--- config.mk ---
export PLATFORM = sky130hd
export DESIGN_NAME = mlpi_datapath
export DESIGN_NICKNAME = d
export VERILOG_FILES = /design/src/rtl/mlp_inference_engine_core_macros.svh /design/src/rtl/mlpi_pkg.sv /design/src/rtl/mlpi_datapath.sv
export SDC_FILE = /design/constraint.sdc
export NUM_CORES = 2
export LEC_CHECK = 0
export BUFFER_PORTS_ARGS = -buffer_cell sky130_fd_sc_hd__buf_4
export CAP_MARGIN = 20
export CORE_MARGIN = 5
export CORE_UTILIZATION = 65
export DETAILED_ROUTE_END_ITERATION = 7
export GPL_ROUTABILITY_DRIVEN = 0
export GPL_TIMING_DRIVEN = 0
export PLACE_DENSITY = 0.81
export SLEW_MARGIN = 20
export SYNTH_ARGS = -nofsm -noshare
export SYNTH_HDL_FRONTEND = slang
export SYNTH_SLANG_ARGS = --single-unit
--- constraint.sdc ---
create_clock -name clk -period 24.9 [get_ports clk]
set_clock_uncertainty 0.05 [all_clocks]
set_input_delay 2.49 -clock clk [delete_from_list [all_inputs] [get_ports clk]]
set_output_delay 2.49 -clock clk [all_outputs]
set_load 0.005 [all_outputs]
--- src/rtl/mlp_inference_engine_core_macros.svh ---
// ----------------------------------------------------------------------------
// mlp_inference_engine_core_macros.svh
// Assertion macros used by the inference engine core.
// ----------------------------------------------------------------------------
`ifndef MLP_INFERENCE_ENGINE_CORE_MACROS_SVH
`define MLP_INFERENCE_ENGINE_CORE_MACROS_SVH

// Check an expression on every clock edge out of reset.
`define MLPI_ASSERT_ALWAYS(name, expr) \
	name: assert property (@(posedge clk) disable iff (!arst_n) (expr)) \
		else $error("mlpi assertion failed");

// Check that an antecedent implies a consequent in the following cycle.
`define MLPI_ASSERT_NEXT(name, ante, cons) \
	name: assert property (@(posedge clk) disable iff (!arst_n) (ante) |=> (cons)) \
		else $error("mlpi assertion failed");

// Check that an antecedent implies a consequent in the same cycle.
`define MLPI_ASSERT_IMPLY(name, ante, cons) \
	name: assert property (@(posedge clk) disable iff (!arst_n) (ante) |-> (cons)) \
		else $error("mlpi assertion failed");

`endif

--- src/rtl/mlpi_pkg.sv ---
// ----------------------------------------------------------------------------
// mlpi_pkg
// Types, constants and arithmetic helpers of the inference engine.
// ----------------------------------------------------------------------------
package mlpi_pkg;

	localparam int VALUE_BITS  = 32;
	localparam int ACC_BITS    = 56;
	localparam int MAX_LAYERS  = 4;
	localparam int MAX_WIDTH   = 64;
	localparam int MAX_OUTPUTS = 8;
	localparam int LAYER_W     = 2;
	localparam int IDX_W       = 6;
	localparam int CLASS_W     = 3;

	typedef logic signed [VALUE_BITS-1:0] value_t;
	typedef logic signed [ACC_BITS-1:0]   acc_t;

	// input item kinds
	localparam logic [2:0] OP_WEIGHT  = 3'd0;
	localparam logic [2:0] OP_BIAS    = 3'd1;
	localparam logic [2:0] OP_MEAN    = 3'd2;
	localparam logic [2:0] OP_INVDEV  = 3'd3;
	localparam logic [2:0] OP_FEATURE = 3'd4;

	// configuration register indexes
	localparam logic [2:0] REG_TASK_MODE    = 3'd0;
	localparam logic [2:0] REG_LAYER_COUNT  = 3'd1;
	localparam logic [2:0] REG_INPUT_WIDTH  = 3'd2;
	localparam logic [2:0] REG_HIDDEN_ONE   = 3'd3;
	localparam logic [2:0] REG_HIDDEN_TWO   = 3'd4;
	localparam logic [2:0] REG_HIDDEN_THREE = 3'd5;
	localparam logic [2:0] REG_OUTPUT_WIDTH = 3'd6;

	// hard sigmoid knots and levels, Q16.16
	localparam value_t SIG_NEG4  = -32'sd262144;
	localparam value_t SIG_NEG2  = -32'sd131072;
	localparam value_t SIG_POS2  = 32'sd131072;
	localparam value_t SIG_POS4  = 32'sd262144;
	localparam value_t SIG_QUART = 32'sd16384;
	localparam value_t SIG_HALF  = 32'sd32768;
	localparam value_t SIG_3QUART = 32'sd49152;
	localparam value_t SIG_ONE   = 32'sd65536;

	localparam acc_t SAT_HI = acc_t'(64'sd2147483647);
	localparam acc_t SAT_LO = acc_t'(-64'sd2147483648);

	// control that rides along with one multiply term
	typedef struct packed {
		logic             valid;
		logic             norm;
		logic             use_term;
		logic             first;
		logic             last;
		logic             relu;
		logic [IDX_W-1:0] idx;
	} tag_t;

	// write of one finished value into the cell row
	typedef struct packed {
		logic             we;
		logic [IDX_W-1:0] idx;
		value_t           data;
	} wr_t;

	function automatic value_t sat_value(input acc_t v);
		value_t r;
		if (v > SAT_HI) begin
			r = {1'b0, {(VALUE_BITS-1){1'b1}}};
		end else if (v < SAT_LO) begin
			r = {1'b1, {(VALUE_BITS-1){1'b0}}};
		end else begin
			r = v[VALUE_BITS-1:0];
		end
		return r;
	endfunction

	function automatic value_t hard_sigmoid(input value_t x);
		value_t r;
		if (x <= SIG_NEG4) begin
			r = '0;
		end else if (x <= SIG_NEG2) begin
			r = (x >>> 4) + SIG_QUART;
		end else if (x <= SIG_POS2) begin
			r = (x >>> 3) + SIG_HALF;
		end else if (x <= SIG_POS4) begin
			r = (x >>> 4) + SIG_3QUART;
		end else begin
			r = SIG_ONE;
		end
		return r;
	endfunction

endpackage

--- src/rtl/mlpi_datapath.sv ---
// ----------------------------------------------------------------------------
// mlpi_datapath
// Operand select, multiply, round and accumulate for one term per cycle.
// ----------------------------------------------------------------------------
module mlpi_datapath (
	input  logic             clk,
	input  logic             arst_n,
	input  mlpi_pkg::tag_t   tag_s1,
	input  mlpi_pkg::value_t head_s1,
	input  mlpi_pkg::value_t mean_s1,
	input  mlpi_pkg::value_t invdev_s1,
	input  mlpi_pkg::value_t weight_s1,
	input  mlpi_pkg::value_t bias,
	output mlpi_pkg::wr_t    wr,
	output logic             busy
);
	import mlpi_pkg::*;

	tag_t                    tag_s2;
	tag_t                    tag_s3;
	value_t                  a_s2;
	value_t                  b_s2;
	logic signed [63:0]      prod_s3;
	acc_t                    acc_q;
	acc_t                    diff;
	logic signed [63:0]      rnd_full;
	acc_t                    rnd;
	acc_t                    term;
	acc_t                    acc_sum;
	value_t                  neuron;

	assign diff = acc_t'(head_s1) - acc_t'(mean_s1);

	always_ff @(posedge clk or negedge arst_n) begin
		if (!arst_n) begin
			tag_s2 <= '0;
			tag_s3 <= '0;
		end else begin
			tag_s2 <= tag_s1;
			tag_s3 <= tag_s2;
		end
	end

	always_ff @(posedge clk) begin
		a_s2    <= tag_s1.norm ? sat_value(diff) : head_s1;
		b_s2    <= tag_s1.norm ? invdev_s1 : weight_s1;
		prod_s3 <= 64'(a_s2) * 64'(b_s2);
		if (tag_s3.valid && !tag_s3.norm) begin
			acc_q <= acc_sum;
		end
	end

	// round to nearest, ties up, then floor shift
	assign rnd_full = (prod_s3 + 64'sd32768) >>> 16;
	assign rnd      = rnd_full[ACC_BITS-1:0];
	assign term     = tag_s3.use_term ? rnd : '0;
	assign acc_sum  = (tag_s3.first ? acc_t'(bias) : acc_q) + term;
	assign neuron   = sat_value(acc_sum);

	always_comb begin
		wr.we   = tag_s3.valid && (tag_s3.norm || tag_s3.last);
		wr.idx  = tag_s3.idx;
		if (tag_s3.norm) begin
			wr.data = sat_value(rnd);
		end else if (tag_s3.relu && neuron[VALUE_BITS-1]) begin
			wr.data = '0;
		end else begin
			wr.data = neuron;
		end
	end

	assign busy = tag_s2.valid || tag_s3.valid;

endmodule
# == After elaboration in Yosys (flattened, before gate mapping) ==
# Index checks and enable logic that the tools add are counted.
# word_totals
ff_bits,208
out_inout_bits,40
elab_cells,46
# op_classes
add_sub_neg,3
n_mul,1
magnitude_cmp,6
n_mux,12
reduce_logical,6
# op_table
op,count
2-to-1 mux 32 bit,10
2-to-1 mux 56 bit,2
"adder 64 x 17 -> 64 bit, second input constant",1
multiplier 32 x 32 -> 64 bit,1
adder 56 bit,1
"> comparator 56 x 32 -> 1 bit, second input constant",1
"less-than comparator 56 x 32 -> 1 bit, second input constant",1
"> comparator 48 x 32 -> 1 bit, second input constant",1
"less-than comparator 48 x 32 -> 1 bit, second input constant",1
"> comparator 33 x 32 -> 1 bit, second input constant",1
"less-than comparator 33 x 32 -> 1 bit, second input constant",1
subtractor 32 x 32 -> 33 bit,1
logical AND 1 bit,3
logical OR 1 bit,2
logical NOT 1 bit,1

# == Longest topological paths before layout ==
# logic_depth
ltp_word,9
depth_mapped,29
mapped_depth_nobuf,28

# == Worst setup path after synthesis ==
# OpenSTA, ideal clock, no wires.
# synth_path
kind,input to output
startpoint,input port bias[31]
endpoint,output port wr[10] in the netlist's numbering
t_arrival_ns,6.406
required_time_ns,22.360
slack_ns,15.954
path_stages,17
cell_sequence,nand2_1 -> clkbuf_1 -> o21ai_0 -> ha_1 -> buf_4 -> a21o_1 -> o21bai_4 -> o21bai_1 -> a211o_1 -> o2111a_1 -> o21a_1 -> or4_1 -> or4_4 -> nor4_4 -> o21ai_2 -> buf_6 -> o221ai_2
# synth_rtl
element,line,source
"start, declared",mlpi_datapath.sv:13,"input mlpi_pkg::value_t bias,"
"end, declared",mlpi_datapath.sv:14,"output mlpi_pkg::wr_t wr,"

# == Worst setup path after layout ==
# layout_path
startpoint,register b_s2[5]
endpoint,register prod_s3[63]
# layout_via
elab_chain_cells,1
# layout_rtl
element,line,source
"start, declared",mlpi_datapath.sv:22,value_t b_s2;
"start signal, assigned",mlpi_datapath.sv:46,b_s2 <= tag_s1.norm ? invdev_s1 : weight_s1;
multiplier 32 x 32 -> 64 bit,mlpi_datapath.sv:47,prod_s3 <= 64'(a_s2) * 64'(b_s2);
"end signal, assigned",mlpi_datapath.sv:47,
"end, declared",mlpi_datapath.sv:23,logic signed [63:0] prod_s3;
# Every way passes these cells.
# A chain may end at the register's enable or synchronous reset.

==> impl_results.md <==
* Status: complete, but fails checks
* Failing checks: design-rule violations
* Longest Clk Path Bufs at 2
* Mapped Area at 48900 µm²
* Global Route Usage Sum at 0.389
* Fmax at 0.0921 GHz
* Hold WC Path Type: reg2reg
* Layout Nets at 7078
* Initial DRC count at 4467
* Final period util at 0.436
* Hold buffers post-CTS at 0
* First-pass GRT wire length at 238000 µm
* Slew headroom at 0.190
* Syn. warnings at 0
* Cells taking the most area after synthesis: fa_1, inv_1, ha_1
* CTS tree: built
* HP Start: tag_s2[9]
* Post-synth top area cell: fa_1
* Clock root buffer master: clkbuf_16
* Largest net degree at the start of global routing at 29
* DIE AREA at 80800 µm²
* Core area at 74600 µm²
* DRC violations left at 23
* Flop2flop setup slack at 14.04 ns
* RR Endpoint: prod_s3[63]
* Post-synth EDFFs at 56
* Number of global-route vias before repair at 41.4k
* Reg clk slew, reported paths at 0.10 ns
* Chip height at 284 µm
* Starting Density at 0.656
* Critical Path AT at 11.17 ns
* FP Rows at 100
* Clk Latency, worst-skew pair at 0.54 ns
* Vias/cell at 6.12
* Reg2reg start: b_s2[5]
* Post-synth top area share at 0.444
* Crit path kind: reg2reg
* WHS Path Cells at 0
* Ys async rst share at 0.124
* Post-CTS Resized at 0
* Reg2reg path depth at 25
* Via count at 40.0k
* Seq/Total Area, Yosys at 0.0930
* Fin Setup TNS at 0 ns
* Area grow syn2layout at 7.24%
* Total Wirelength at 157000 µm
* CTS Buf Count at 17
* Final ANT Viol Nets at 0
* Drt first pass iters at 8
* CTS sink cnt at 193
* Max Cap Viol at 0
* Netlist cell types at 87
* RSZ-0062 raised after global routing: false
* Hold Path End: tag_s3[9]
* Final HPWL DP at 131000 µm
* Crit path capture type: flop
* Layout cell share with drive strength beyond 1 at 0.0711
* Worst Setup Start Kind: flop
* Final setup fails at 0
* Slew Viols, Final at 0
* Postcts setup bufs at 0
* Req. time, crit path at 25.21 ns
* Initial antenna violation count at 12
* Mapped Nets at 6841
* Tmin final at 10.86 ns
* Top FF cell, synth: dfxtp_1
* Crit path max fanout at 13
* Port bufs at 213
* Synth Register Bits at 193
* H-tree depth reported by CTS at 4
* Routed WL per cell at 24.0 µm
* Grt total ovfl at 0
* Cell count after synthesis at 5316
* Final Hold Fails at 0
* Worst-Margin Slew at 1.22 ns
* Die width at 284 µm
* # IOs at 214
* Synthesized area per cell at 9.20 µm²
[synth_stat cells, drive strengths merged, types with 64 or more instances]
| cell | n |
|---|---|
| nor2b | 64 |
| a21oi | 131 |
| and2 | 522 |
| dfxtp | 113 |
| o21ai | 114 |
| fa | 1083 |
| inv | 1096 |
| ha | 268 |
| nand2 | 612 |
| xnor2 | 112 |
| clkbuf | 239 |
| nor2 | 189 |
[worst max-delay path by stage]
stage	start	endpoint	slack, ns	depth (start not counted)
floorplan	bias[31]	wr[10]	15.95	17
global placement	bias[31]	wr[8]	14.22	20
detailed placement	bias[31]	wr[8]	14.18	20
CTS	bias[31]	wr[8]	14.17	20
global route	b_s2[5]	prod_s3[63]	13.73	25
finish	b_s2[5]	prod_s3[63]	14.04	25
[sequential cells by signal (all words and copies together), names as in the netlist]
register / cells
wr: 6
tag_s3: 6
prod_s3: 49
a_s2: 32
b_s2: 32
acc_q: 56
tag_s2: 12
[routing by layer]
metal,track usage,routed length (µm),up-vias
li1,-,-,16600
met1,0.466,52500,19400
met2,0.584,66400,3062
met3,0.172,24600,945
met4,0.233,13200,14
met5,0.00774,204,-
[critical path, stage by stage, from the launching register on]
cell,delay (ns)
dfxtp_1,0.44
clkbuf_1,0.62
nand2_1,0.28
inv_1,0.15
fa_1,0.44
inv_1,0.21
fa_1,0.45
inv_1,0.44
fa_1,0.56
fa_1,0.94
inv_1,0.62
fa_1,0.71
inv_1,0.05
fa_1,0.48
fa_1,0.54
fa_1,0.50
ha_1,0.35
a21o_1,0.17
a21oi_1,0.23
nand2_1,0.09
a211oi_1,0.68
o31ai_1,0.33
a221o_1,0.45
a211o_1,0.32
a21oi_1,0.19
xnor2_1,0.36
[layout make-up]
type	instances	area, µm²
tap	969	1210
sequential	193	4540
clock inverter	12	133
multi-input combinational	3756	39100
clock buffer	20	479
buffer	271	1090
fill	5621	22100
antenna	9	22.5
timing repair buffer	218	1680
inverter	1096	4110
[cell usage in the layout, fill, tap and decap left out, types with 19 or more instances in the layout]
cell and n:
inv_1 1096, fa_1 1082, nand2_1 612, and2_1 522
ha_1 268, clkbuf_1 240, buf_4 220, nor2_1 188
a21oi_1 130, dfxtp_1 113, xnor2_1 112, o21ai_0 101
mux2_2 63, nor2b_1 63, a21o_1 63, nand3_1 57
edfxtp_1 56, xor2_1 55, nand4_1 41, nor3_1 38
o22ai_1 36, nand2b_1 29, o21a_1 28, o221ai_2 26
dfrtp_1 24, and3_1 23, buf_2 20, a31oi_1 19
clkbuf_16 19
[logic make-up after synthesis]
family          Yosys count  synth area share
compound gates          526            0.0738
mux                      68            0.0155
fa+ha+maj              1351             0.512
flops                   193            0.0930
simple gates           1644             0.169
xor+xnor                167            0.0299
buf+inv                1367             0.106
[through the flow]
step | setup WS (ns) | hold WS (ns) | area, µm² | utilization | std cells
3_3_place_gp | 14.22 | 0.282 | 51700 | 0.693 | 6498
3_5_place_dp | 14.18 | 0.285 | 51800 | 0.694 | 6503
6_report | 14.04 | 0.288 | 52400 | 0.703 | 6544
5_1_grt | 13.73 | 0.299 | 52400 | 0.703 | 6535
2_1_floorplan | 15.95 | 0.281 | 48900 | - | 5316
4_1_cts | 14.17 | 0.290 | 52400 | 0.703 | 6535
Power is not shown: default switching activity piles up to over one toggle a cycle in this logic, so the estimate is an artifact.
